===== src/hdl/min_max_partition_search_assert.svh =====
// ---------------------------------------------------------------------------
// Assertion macros for the min/max partition search block
// Shared helpers that wrap a clocked, reset-qualified concurrent assertion.
// ---------------------------------------------------------------------------
`ifndef MIN_MAX_PARTITION_SEARCH_ASSERT_SVH
`define MIN_MAX_PARTITION_SEARCH_ASSERT_SVH

// Same-cycle implication, checked on every rising edge outside reset.
`define MMPS_ASSERT_IMPLY(lbl, ante, cons, msg) \
  lbl: assert property (@(posedge clk) disable iff (!rst_n) (ante) |-> (cons)) \
    else $error(msg);

// Next-cycle implication, checked on every rising edge outside reset.
`define MMPS_ASSERT_NEXT(lbl, ante, cons, msg) \
  lbl: assert property (@(posedge clk) disable iff (!rst_n) (ante) |=> (cons)) \
    else $error(msg);

`endif


===== src/hdl/mmps_pkg.sv =====
// ---------------------------------------------------------------------------
// mmps_pkg
// Shared constants and controller/datapath interface types.
// ---------------------------------------------------------------------------
package mmps_pkg;

  localparam int DEF_MAX_STAGES  = 1024;
  localparam int DEF_LENGTH_BITS = 16;
  localparam int CAP_W           = 26;  // width of the reported capacity
  localparam int CFG_W           = 10;  // width of the allowed_refuels register

  // Commands from the controller to the datapath.
  typedef struct packed {
    logic load;        // store the input word and update sum and peak
    logic init;        // set the search bounds from peak and sum
    logic start_pass;  // latch the trial capacity and clear the pass state
    logic pass_step;   // advance the greedy pass by one stored stage
    logic decide;      // narrow the bounds from the segment count
    logic emit;        // move the result to the output and clear the sequence
  } mmps_cmd_t;

  // Status from the datapath to the controller.
  typedef struct packed {
    logic cont;        // the search interval still holds more than one value
    logic pass_last;   // the pass has issued every stored stage
    logic out_free;    // the output register can take a word this cycle
  } mmps_sts_t;

endpackage


===== src/hdl/mmps_ctrl.sv =====
// ---------------------------------------------------------------------------
// mmps_ctrl
// Sequencer for loading, bound search, greedy passes and result hand-off.
// ---------------------------------------------------------------------------
module mmps_ctrl
  import mmps_pkg::*;
(
  input  logic      clk,
  input  logic      rst_n,
  input  logic      in_valid,
  input  logic      in_last_stage,
  output logic      in_stall,
  input  mmps_sts_t sts,
  output mmps_cmd_t cmd
);

  typedef enum logic [5:0] {
    ST_LOAD   = 6'b000001,
    ST_INIT   = 6'b000010,
    ST_CHECK  = 6'b000100,
    ST_PASS   = 6'b001000,
    ST_DECIDE = 6'b010000,
    ST_DONE   = 6'b100000
  } state_t;

  state_t state_r;
  state_t state_nxt;

  always_comb begin
    state_nxt = state_r;
    cmd       = '0;
    case (state_r)
      ST_LOAD: begin
        cmd.load = in_valid;
        if (in_valid && in_last_stage) begin
          state_nxt = ST_INIT;
        end
      end
      ST_INIT: begin
        cmd.init  = 1'b1;
        state_nxt = ST_CHECK;
      end
      ST_CHECK: begin
        if (sts.cont) begin
          cmd.start_pass = 1'b1;
          state_nxt      = ST_PASS;
        end else begin
          state_nxt = ST_DONE;
        end
      end
      ST_PASS: begin
        cmd.pass_step = 1'b1;
        if (sts.pass_last) begin
          state_nxt = ST_DECIDE;
        end
      end
      ST_DECIDE: begin
        cmd.decide = 1'b1;
        state_nxt  = ST_CHECK;
      end
      ST_DONE: begin
        if (sts.out_free) begin
          cmd.emit  = 1'b1;
          state_nxt = ST_LOAD;
        end
      end
      default: begin
        state_nxt = ST_LOAD;
      end
    endcase
  end

  always_ff @(posedge clk) begin
    if (!rst_n) begin
      state_r <= ST_LOAD;
    end else begin
      state_r <= state_nxt;
    end
  end

  assign in_stall = (state_r != ST_LOAD);

`include "min_max_partition_search_assert.svh"

  `MMPS_ASSERT_NEXT(a_decide_to_check, state_r == ST_DECIDE, state_r == ST_CHECK, "decide must return to check")
  `MMPS_ASSERT_NEXT(a_pass_end, (state_r == ST_PASS) && sts.pass_last, state_r == ST_DECIDE, "pass end must lead to decide")
  `MMPS_ASSERT_NEXT(a_emit_reload, cmd.emit, (state_r == ST_LOAD) && !in_stall, "emit must reopen loading")

endmodule


===== config.mk =====
export PLATFORM = sky130hd
export DESIGN_NAME = mmps_ctrl
export DESIGN_NICKNAME = d
export VERILOG_FILES = /design/src/hdl/mmps_pkg.sv /design/src/hdl/mmps_ctrl.sv
export VERILOG_INCLUDE_DIRS = /design/src /design/src/hdl
export SDC_FILE = /design/constraint.sdc
export NUM_CORES = 1
export LEC_CHECK = 0
export BUFFER_PORTS_ARGS = -buffer_cell sky130_fd_sc_hd__clkbuf_2
export CAP_MARGIN = 0
export CORE_AREA = 2 2 39 41
export CTS_CLUSTER_SIZE = 24
export DETAILED_ROUTE_END_ITERATION = 8
export DIE_AREA = 0 0 41 43
export PLACE_DENSITY = 0.61
export SYNTH_ARGS = -nofsm -noshare
export SYNTH_HDL_FRONTEND = slang
export SYNTH_SLANG_ARGS = --single-unit
export TNS_END_PERCENT = 20

===== constraint.sdc =====
create_clock -name clk -period 1.73 [get_ports clk]
set_clock_uncertainty 0.1 [all_clocks]
set_input_delay 0.4325 -clock clk [delete_from_list [all_inputs] [get_ports clk]]
set_output_delay 0.4325 -clock clk [all_outputs]
set_load 0.05 [all_outputs]

==> Word-level counts from Yosys, hierarchy flattened <==
Cells that the tools add are included.
{ "word_totals": {"output_inout_bits": 7, "elab_cells": 27, "register_bits": 6, "inputBits": 7} }
{ "classes": {"n_mux": 13, "n_eq_ne": 10, "reduce_logical": 3} }
{ "op_table": {"columns": ["cell", "n"], "rows": [
  ["case mux 6 bit (5 select lines)", 1],
  ["two-way mux 6 bit", 4],
  ["two-way mux 1 bit", 8],
  ["equality test 6 x 1 -> 1 bit, second input constant", 1],
  ["equality test 6 x 2 -> 1 bit, second input constant", 1],
  ["equality test 6 x 3 -> 1 bit, second input constant", 1],
  ["equality test 6 x 4 -> 1 bit, second input constant", 1],
  ["equality test 6 x 5 -> 1 bit, second input constant", 1],
  ["equality test 6 bit, second input constant", 1],
  ["!= test 2 bit, second input constant", 3],
  ["!= test 6 x 1 -> 1 bit, second input constant", 1],
  ["AND reduction 3 bit", 1],
  ["OR reduction 2 bit", 1],
  ["logical AND 1 bit", 1]
]} }

==> Logic depth before layout (Yosys ltp) <==
Gate-level depths: netlist of the first run.
{ "depth": {"ltp_word": 3, "depth_mapped": 3, "mapped_depth_nobuf": 3} }

==> Worst setup path before layout of the first run <==
No wires, ideal clock.
{ "synth_path": {"kind": "register to output", "startpoint": "register state_r[4]", "endpoint": "output cmd[3] in the netlist's numbering", "required_ps": 1197, "n_path_buf": 0, "path_stages_with_launch": 3, "setup_slack_ps": -1419, "arrival_ps": 2616, "path_cell_list": "dfxtp_1 > or4_4 > nor4b_1"} }
{ "synth_rtl": {"columns": ["element", "line_no", "source"], "rows": [
  ["start: declaration", "mmps_ctrl.sv:26", "state_t state_r;"],
  ["start signal: assignment", "mmps_ctrl.sv:77", "state_r <= state_nxt;"],
  ["end: declaration", "mmps_ctrl.sv:14", "output mmps_cmd_t cmd"]
]} }

==> impl_metrics.ini, run 1 <==
[outcome]
outcome = finished with violations
violations = setup timing

[die]
dieWidth_um = 41
core-area_sq_um = 1380
rows = 14
start_util_pct = 25.3
pin_count = 14
die_h_um = 43
dieArea_sq_um = 1760

[logic_synthesis]
yosysWarnings = 0
synth_area_sq_um = 350
synth_area_per_cell_sq_um = 8.76
yosysUniqueCellTypes = 21
synth_nets = 47
ys_ff_latch = 6
syn_inst = 40
seq_area_frac_synth_pct = 34.3

[timing]
rsz0062_at_grt = true
hold_viol = 0
fin_hold_ws_ps = 343
period_minus_slack_ps = 2130
relSlewSlack_pct = 79.5
finalSetupViolations = 10
setup_slack_ps = -398
fin_crit_sh_pct = 123
max_freq_mhz = 470
slew_violations = 0
tightestPinTransition_ps = 304

[place]
dp_slack_ps = -207
finalWeightedCongestion = 0.731
hpwl_um = 785
placed_area_sq_um = 554
numPortBuffers = 13

[grt]
antenna_found_initial = 0
track_usage_pct = 14.1
grt_max_degree = 7
first_global_vias = 407
grt_remaining_overflow = 0
grt_pass1_wl_mm = 1.67

[critical_path]
ff2ff_setup_slack_ps = -320
reg2regPathDepth = 5
cp_max_fo = 2
crit_path_end_kind = primary output
startpoint = state_r[5]$_SDFFE_PN0P_
startpoint_type = flip-flop
regToRegStartpoint = state_r[5]$_SDFFE_PN0P_
critPathKind = flip-flop to primary output
critPathRequiredTime_ps = 1200
crit_end = cmd[3]
crit_arrival_ps = 1600
rr_endpoint = state_r[5]$_SDFFE_PN0P_

[layout]
area_growth_pct = 107
num-nets-final = 78
num_antenna_cells = 0
final_common_cell = buf_4
multiInputGateArea_sq_um = 310
post_route_cells_drive_above_1_share_pct = 68.1
n_fill_cell = 132
postLayoutCellArea_sq_um = 726
seqCellArea_sq_um = 123
final_cell_mix = buf_4 (11), clkbuf_2 (6), buf_8 (4), dfxtp_1 (4)
final_util_pct = 52.4
largest_register_ffs = 6
top_register = state_r
largestRegisters = state_r (6)

[routing]
drt-pass1-iter-count = 2
drc = 0
route.vias.total = 424
drt-initial-drc-count = 2
drtAntennaViolNets = 0
vias_per_cell = 4.99
routed_wirelength_mm = 1.09
avgRoutedWirePerCell_um = 12.8

[clock_tree]
cts_tree = yes
cts.sinks = 6
htreeDepth = 1
cts_root_buf = clkbuf_4
cts_buffers = 3
cts_hold_repair.buffers = 0
path_clk_slew_ps = 50
clock_path_buffers = 2
clk_latency_ps = 250

[run]
drv_cap = 0

[power]
ir_worst_vdd_uv = 677
power.density_nw_per_um2 = 1120
p_leak_nw = 0.300

[hold_path]
hold_path_class = primary input to flip-flop
min_from = rst_n
logic make-up after synthesis:
| logic type | count (synthesis) | synth area share (%) |
|---|---|---|
| AO/OA/AOI/OAI | 6 | 14.3 |
| XOR/XNOR | 1 | 2.50 |
| buffers and inverters | 2 | 2.14 |
| flip-flops | 6 | 34.3 |
| AND/OR/NAND/NOR | 25 | 46.8 |
worst min path at each step:
stage / to / slack [ps] / cells past startpoint
2_1_floorplan: state_r[0]$_SDFFE_PN1P_ / 450 / 3
3_3_place_gp: state_r[4]$_SDFFE_PN0P_ / 470 / 2
3_5_place_dp: state_r[4]$_SDFFE_PN0P_ / 480 / 2
4_1_cts: state_r[3]$_SDFFE_PN0P_ / 350 / 2
5_1_grt: state_r[3]$_SDFFE_PN0P_ / 350 / 2
6_report: state_r[3]$_SDFFE_PN0P_ / 340 / 2
per-stage QoR:
stage | power [mW] | cells | setup TNS (ps)
after floorplan | 0.423 | 40 | -1530
after global placement | 0.537 | 79 | -754
after detailed placement | 0.543 | 79 | -697
after CTS | 0.779 | 85 | -2030
after global routing | 0.852 | 85 | -2470
final | 0.816 | 85 | -1920
per-layer routing:
layer	vias to the layer above	track usage [%]	share of wire (%)
met5	-	0	0
met4	0	6.00	0.92
met3	2	3.14	3.5
met2	10	23.4	56
met1	200	16.2	40
li1	212	-	-
cells in the mapped netlist:
library cell / n / area share, %
nand2_1: 5 / 5.4
a31o_2: 1 / 2.5
nor4_1: 2 / 3.6
and4b_1: 1 / 2.9
o21a_1: 1 / 2.1
or4b_1: 1 / 2.9
or4_4: 1 / 3.2
nor4b_1: 4 / 10
or2b_1: 1 / 2.1
and2b_2: 1 / 2.5
o21ai_0: 1 / 1.4
a211oi_1: 1 / 2.1
nor3b_1: 3 / 6.4
a211oi_2: 1 / 3.6
o22a_1: 1 / 2.5
nor2_1: 3 / 3.2
dfxtp_1: 6 / 34
nor3_1: 2 / 2.9
and3_1: 1 / 1.8
inv_1: 2 / 2.1
xor2_1: 1 / 2.5
final cells by class:
cell class	count	share of cell area, %
clock buffer	3	3.10
inverter	2	1.03
multi-input combinational	32	42.8
sequential	6	16.9
tap	16	2.76
timing repair buffer	26	33.4
critical path, stage by stage (launching register included):
cell,delay (ps)
dfxtp_2,310
or4_4,550
nor4b_4,300
buf_12,180
report_power, final:
group | switching (mW) | total [mW] | leakage (nW) | internal [mW]
Sequential | 0.0110 | 0.169 | 0.0498 | 0.158
Combinational | 0.280 | 0.518 | 0.236 | 0.238
Clock | 0.0507 | 0.129 | 0.0138 | 0.0785
Total | 0.341 | 0.816 | 0.300 | 0.475
what timing repair did:
item	CTS	global route
cloned	0	0
setup buffers	3	0
gates resized for setup	21	11
setup endpoints to repair	8	12
pin swaps	4	5
No activity file was read; power rests on OpenSTA's default activity.
==> run 2: changes to the inputs <==
--- a/config.mk
+++ b/config.mk
@@ -16,4 +16,4 @@
 export SYNTH_ARGS = -nofsm -noshare
 export SYNTH_HDL_FRONTEND = slang
 export SYNTH_SLANG_ARGS = --single-unit
-export TNS_END_PERCENT = 20
+export TNS_END_PERCENT = 100
==> run 2 against run 1 <==
Effect of this change:
- the run still ends with setup timing left
- die area stayed put
- worst setup slack worse by 14 ps
- sequential power about the same
- sequential share of layout area down 1.1 points
- register-to-register slack better by 80 ps
- clock-buffer cell count unchanged
- cell count up 7.1%
- combinational power up 25%
- largest power group unchanged
- highest routed layer unchanged
==> impl_metrics.ini, run 2 (synthesis results as in run 1) <==
[critical_path]
cp_cell_sequence = or4_4 > buf_4 > buf_6 > nor2_4 > buf_12
regToRegStartpoint = state_r[1]$_SDFFE_PN0P_
startpoint = state_r[1]$_SDFFE_PN0P_
cp_slowest_cell = or4_4
critPathRequiredTime_ps = 1200
crit_path_end_kind = primary output
reg2regPathDepth = 5
startpoint_type = flip-flop
slowest_delay_ps = 540
cp_max_fo = 4
crit_arrival_ps = 1610
critPathKind = flip-flop to primary output

[grt]
antenna_found_initial = 0
first_global_vias = 453
grt_remaining_overflow = 0
grt_max_degree = 7
grt_pass1_wl_mm = 1.95
track_usage_pct = 16.8

[routing]
drt-pass1-iter-count = 6
routed_wirelength_mm = 1.15
route.vias.total = 449
drtAntennaViolNets = 0
avgRoutedWirePerCell_um = 12.7
drc = 0
drt-initial-drc-count = 4
vias_per_cell = 4.93

[timing]
period_minus_slack_ps = 2140
finalSetupViolations = 8
setup-tns-final_ps = -1890
tightestPinTransition_ps = 244
setup_slack_ps = -413
slew_violations = 0
max_freq_mhz = 467
relSlewSlack_pct = 83.5
fin_crit_sh_pct = 124
hold_viol = 0
rsz0062_at_grt = true
fin_hold_ws_ps = 324

[place]
placed_area_sq_um = 559
finalWeightedCongestion = 0.714
placed_cells = 79
dp_slack_ps = -264
hpwl_um = 767
numPortBuffers = 13

[run]
drv_cap = 0

[outcome]
outcome = finished with violations
violations = setup timing

[hold_path]
min_from = rst_n
hold_path_class = primary input to flip-flop
holdPathStages = 2

[layout]
final_cell_mix = buf_4 (13), clkbuf_2 (6), buf_6 (6)
top_register = state_r
final_cells = 91
final_common_cell = buf_4
num-nets-final = 84
num_antenna_cells = 0
largestRegisters = state_r (6)
post_route_cells_drive_above_1_share_pct = 76.0
final_util_pct = 59.0
largest_register_ffs = 6
postLayoutCellArea_sq_um = 817
area_growth_pct = 133

[clock_tree]
cts_buffers = 3
cts_hold_repair.buffers = 0
cts.sinks = 6
cts_root_buf = clkbuf_4
cts_tree = yes
path_clk_slew_ps = 40
htreeDepth = 1
clk_latency_ps = 250
clock_path_buffers = 2

[power]
p_leak_nw = 0.344
power.density_nw_per_um2 = 1170
ir_worst_vdd_uv = 785
report.power.total_mw = 0.952

[die]
core-area_sq_um = 1380
rows = 14
dieArea_sq_um = 1760
start_util_pct = 25.3
dieWidth_um = 41
die_h_um = 43
pin_count = 14
run 2: area by class of cell:
cell class | count | area, sq um
flip-flops and latches | 6 | 129
multi-input cells | 32 | 317
repair buffers | 32 | 322
well taps | 16 | 20.0
clock buffers | 3 | 22.5
inverters | 2 | 7.51
fillers | 111 | 567
run 2: power by group:
group	switching [mW]	leakage [nW]	internal [mW]
Sequential	0.0110	0.0515	0.159
Combinational	0.301	0.279	0.349
Clock	0.0530	0.0138	0.0786
Total	0.365	0.344	0.587
run 2: what timing repair did:
item / CTS / global route
resized for setup: 32 / 8
pin swaps: 6 / 6
setup buffers: 7 / 3
endpoints found under the setup margin: 8 / 12
run 2: path summary, 6_finish.rpt:
| check | endpoint | slack (ps) |
|---|---|---|
| setup / recovery | cmd[2] | -410 |
| hold / removal | state_r[3]$_SDFFE_PN0P_ | 320 |
| setup reg to reg | state_r[5]$_SDFFE_PN0P_ | -240 |
| hold reg to reg | state_r[0]$_SDFFE_PN1P_ | 580 |
run 2: layer usage:
metal  share of wire [%]  track usage (%)  wire [um]  vias up
met5                   0                0          0        -
met4                 1.7             6.00         20        0
met3                 4.9             7.85         56        4
met2                  53             25.6        607        8
met1                  41             19.9        468      212
li1                    -                -          -      225
run 2: worst max-delay path: cells and delay by family, from the launching register on:
family        cells  cell delay (ps)
buf+inv           3              410
flops             1              310
simple gates      2              630
